===== src/rtl/cffa_pkg.sv =====
`timescale 1ns / 1ps
// ----------------------------------------------------------------------------
// cffa_pkg
// Shared widths, codes and controller/datapath interface types for the
// circular first-fit allocator.
// ----------------------------------------------------------------------------
package cffa_pkg;

    localparam int ARENA_WORDS_DEF    = 1024;
    localparam int BYTES_PER_WORD_DEF = 6;

    localparam int SIZE_W    = 13;
    localparam int ADDR_W    = 10;
    localparam int STATUS_W  = 2;
    localparam int NEED_W    = SIZE_W + 1;
    localparam int S_TDATA_W = 24;
    localparam int M_TDATA_W = 16;

    typedef enum logic {
        OP_ALLOC = 1'b0,
        OP_FREE  = 1'b1
    } op_t;

    typedef enum logic [STATUS_W-1:0] {
        ST_DONE     = 2'd0,
        ST_NO_SPACE = 2'd1,
        ST_IGNORED  = 2'd2
    } status_t;

    // controller -> datapath
    typedef struct packed {
        logic clr_wr;
        logic capture;
        logic start;
        logic free_rd;
        logic free_ign;
        logic free_wr;
        logic chk_p;
        logic merge;
        logic split;
        logic mark;
        logic adv;
        logic fail;
        logic out_load;
    } cmd_t;

    // datapath -> controller
    typedef struct packed {
        logic clr_last;
        logic is_free;
        logic free_bad;
        logic p_busy;
        logic q_stop;
        logic fit;
        logic split_need;
        logic adv_stop;
        logic out_free;
    } stat_t;

endpackage


===== src/rtl/cffa_ctrl.sv =====
`timescale 1ns / 1ps
// ----------------------------------------------------------------------------
// cffa_ctrl
// Controller: RAM clearing pass, request dispatch, free write-back, chain walk with merging,
// split/mark of the fitting block, and result hand-off.
// ----------------------------------------------------------------------------
module cffa_ctrl
    import cffa_pkg::*;
(
    input  logic  aclk,
    input  logic  aresetn,
    input  logic  s_tvalid,
    output logic  s_tready,
    output cmd_t  cmd,
    input  stat_t st
);

    typedef enum logic [9:0] {
        S_CLEAR    = 10'b0000000001,
        S_IDLE     = 10'b0000000010,
        S_DISPATCH = 10'b0000000100,
        S_CHK_P    = 10'b0000001000,
        S_CHK_Q    = 10'b0000010000,
        S_SPLIT    = 10'b0000100000,
        S_MARK     = 10'b0001000000,
        S_ADV      = 10'b0010000000,
        S_FREE_WR  = 10'b0100000000,
        S_OUT      = 10'b1000000000
    } state_t;

    state_t state_reg, state_next;

    always_comb begin
        state_next = state_reg;
        cmd        = '0;
        s_tready   = 1'b0;
        unique case (state_reg)
            S_CLEAR: begin
                cmd.clr_wr = 1'b1;
                if (st.clr_last) begin
                    state_next = S_IDLE;
                end
            end
            S_IDLE: begin
                s_tready = 1'b1;
                if (s_tvalid) begin
                    cmd.capture = 1'b1;
                    state_next  = S_DISPATCH;
                end
            end
            S_DISPATCH: begin
                priority if (st.is_free && st.free_bad) begin
                    cmd.free_ign = 1'b1;
                    state_next   = S_OUT;
                end else if (st.is_free) begin
                    cmd.free_rd = 1'b1;
                    state_next  = S_FREE_WR;
                end else begin
                    cmd.start  = 1'b1;
                    state_next = S_CHK_P;
                end
            end
            S_CHK_P: begin
                cmd.chk_p = 1'b1;
                if (st.p_busy) begin
                    state_next = S_ADV;
                end else begin
                    state_next = S_CHK_Q;
                end
            end
            S_CHK_Q: begin
                // absorb the next free block until a busy one or the merge limit ends the run
                priority if (!st.q_stop) begin
                    cmd.merge = 1'b1;
                end else if (st.fit && st.split_need) begin
                    state_next = S_SPLIT;
                end else if (st.fit) begin
                    state_next = S_MARK;
                end else begin
                    state_next = S_ADV;
                end
            end
            S_SPLIT: begin
                cmd.split  = 1'b1;
                state_next = S_MARK;
            end
            S_MARK: begin
                cmd.mark   = 1'b1;
                state_next = S_OUT;
            end
            S_ADV: begin
                cmd.adv = 1'b1;
                if (st.adv_stop) begin
                    cmd.fail   = 1'b1;
                    state_next = S_OUT;
                end else begin
                    state_next = S_CHK_P;
                end
            end
            S_FREE_WR: begin
                cmd.free_wr = 1'b1;
                state_next  = S_OUT;
            end
            S_OUT: begin
                if (st.out_free) begin
                    cmd.out_load = 1'b1;
                    state_next   = S_IDLE;
                end
            end
            default: begin
                state_next = S_IDLE;
            end
        endcase
    end

    always_ff @(posedge aclk) begin
        if (!aresetn) begin
            state_reg <= S_CLEAR;
        end else begin
            state_reg <= state_next;
        end
    end

endmodule


===== config.mk =====
export PLATFORM = sky130hd
export DESIGN_NAME = cffa_ctrl
export DESIGN_NICKNAME = d
export VERILOG_FILES = /design/src/rtl/cffa_pkg.sv /design/src/rtl/cffa_ctrl.sv
export SDC_FILE = /design/constraint.sdc
export NUM_CORES = 1
export LEC_CHECK = 0
export ABC_AREA = 1
export BUFFER_PORTS_ARGS = -buffer_cell sky130_fd_sc_hd__buf_2
export CORE_MARGIN = 5
export CORE_UTILIZATION = 50
export DETAILED_ROUTE_END_ITERATION = 16
export GPL_TIMING_DRIVEN = 0
export PLACE_DENSITY = 0.8
export SLEW_MARGIN = 10
export SYNTH_ARGS = -nofsm -noshare
export SYNTH_HDL_FRONTEND = slang
export SYNTH_SLANG_ARGS = --single-unit

===== constraint.sdc =====
create_clock -name aclk -period 1.4 [get_ports aclk]
set_clock_uncertainty 0.05 [all_clocks]
set_input_delay 0.14 -clock aclk [delete_from_list [all_inputs] [get_ports aclk]]
set_output_delay 0.14 -clock aclk [all_outputs]
set_load 0.03 [all_outputs]

==> run metrics <==
outcome finished with violations; failing checks setup timing; most frequent cells in the layout 27 x nand2_1, 24 x inv_1, 22 x nor2_1; Fmax 574 MHz; worst-path cell chain nor2_4, nand2_4, nor2_4, nand2_4, nor2_4, inv_2, nor2_2, buf_6; fin worst setup slack -0.343 ns; final hold violations 0; biggest cell delay along the critical path 0.37 ns; RSZ-0062 raised after global routing yes; Most used DFF post-synth dfxtp_1; Crit path top cell by count nor2_4; multi-input logic area 713 um^2; max reg flops 10; Rows 15; CORE AREA 1710 um^2; boundary pin count 26; WP data required 1.21 ns; Startpoint Class register; drt via density 5.49; PnR Total Power 1090 uW; CTS Buf Count 3; fraction of layout cells with a size suffix above 1 0.579; setup TNS -4.98 ns; Fillers 62; yosys warns 0; pwr/cell area 699 nW/um^2; full die area 2740 um^2; later-pin clock latency in the skew report 0.28 ns; Layout Nets 222; clock-pin transition on the worst setup and hold timing paths 0.09 ns; drt total wl 4160 um; Tightest Pin Transition 0.337 ns; Mapped Cells 157; vias in the first global route 1175; Crit. End Element output pin; Min Hold Slack 0.0584 ns; Crit Path Max Fanout 4; die width 52.3 um; Placement Setup Slack -0.0878 ns; Root Buffer clkbuf_4; Final Max Tran Viols 0; min Tclk post-route 1.74 ns; DPL Wire Length 1760 um; register area 219 um^2; Hold WC Path Type in2reg; diodes inserted 0; first-pass GRT wire length 5100 um; Mapped Nets 169; Max-Cap Viols 0; Clock Tree Buf Depth 2; Sink Count 10; crit path kind reg2out; GRT overflow 0; Max VDD drop 0.723 mV; routability cong. 0.828; synth unique cells 18; Crit path arrival time 1.55 ns; LEAKAGE 0.000886 uW; Cell Area, Placed 1060 um^2; FF+latch count, synth 10; CTS tree built; IO buf count 25; WL/cell 17.8 um; fin crit share 1.24; H-tree levels 1; Starting Density 0.524; DR vias 1285; first-pass detailed-route iteration total 5; Post-synth EDFFs 0; initial DRC count 68; mean cell area of the mapped netlist 5.70 um^2; largest net degree at the start of global routing 8; most common cell after layout, fill and taps aside nand2_1; Post-synth ARST share 0; DRT antenna net count 0; All-Layer GR Usage 0.251; DRC viols 0; Die Ht 52.3 um; design area 1560 um^2; Crit-path slowest cell dfxtp_4; area growth from synthesis to layout 74.0%; Mapped Area 895 um^2; Slew Limit Headroom 0.774; Finish-stage setup viols 22; hold-fix buffers at CTS 0; register area share after synthesis 0.224; initial antenna violation count 0
## stage by stage
| stage | cells | utilization |
|---|---|---|
| 3_5_place_dp | 207 | 0.622 |
| 2_1_floorplan | 157 | - |
| 4_1_cts | 225 | 0.800 |
| 3_3_place_gp | 207 | 0.622 |
| 6_report | 234 | 0.911 |
| 5_1_grt | 234 | 0.911 |
## final timing paths
check                                  start           end  slack, ns  cells after the start
worst max-delay path            state_reg[4]        cmd[9]      -0.34                      8
worst min-delay path                   st[6]  state_reg[8]       0.06                      2
worst max register to register  state_reg[8]  state_reg[4]      -0.31                     11
worst min register to register  state_reg[4]  state_reg[4]       0.55                      2
## routing by layer
metal,vias up,global-route usage,share of wire,wire [um]
li1,567,-,-,-
met1,576,0.257,0.33,1370
met2,99,0.455,0.49,2050
met3,43,0.0456,0.089,370
met4,0,0.170,0.089,369
met5,-,0,0,0
## critical path: cells and delay by family (launching register included)
family	cells	cell delay (ns)
flip-flops	1	0.37
buffers and inverters	2	0.19
AND/OR/NAND/NOR	6	0.72
## power by group
part,switching (uW),internal [uW]
clock network,131,158
logic,291,188
registers,17.8,301
total,440,648
## final cells by class
cell class / instances / area share
timing repair buffer: 48 / 0.264
clock buffer: 4 / 0.0233
multi-input combinational: 109 / 0.458
tap: 25 / 0.0201
sequential: 10 / 0.141
inverter: 38 / 0.0932
## Yosys cell counts (2+ instances only)
cell type,n,share of area
nand3_2,4,0.045
dfxtp_1,10,0.22
nor2_4,7,0.088
nand2_1,39,0.16
o21ai_0,2,0.011
nor2_2,3,0.021
nor2_1,31,0.13
nand2_4,2,0.025
inv_1,37,0.16
nand2_2,6,0.042
nand3_1,9,0.050
## kinds of logic (layout without fill, tap and decap cells)
logic type             after synthesis  after routing  synth area share
DFF                                 10             10             0.224
buffers and inverters               38             90             0.159
AOI/OAI and AO/OA                    4              4            0.0252
and+or+nand+nor                    105            105             0.592
## repair_timing
item | in CTS | in global routing
hold endpoints to repair | 0 | 0
endpoints found under the setup margin | 14 | 22
buffers inserted | 14 | 9
pin swaps | 15 | 23
gates resized for setup | 58 | 42
Note: power is estimated with default switching activity, not from simulation.
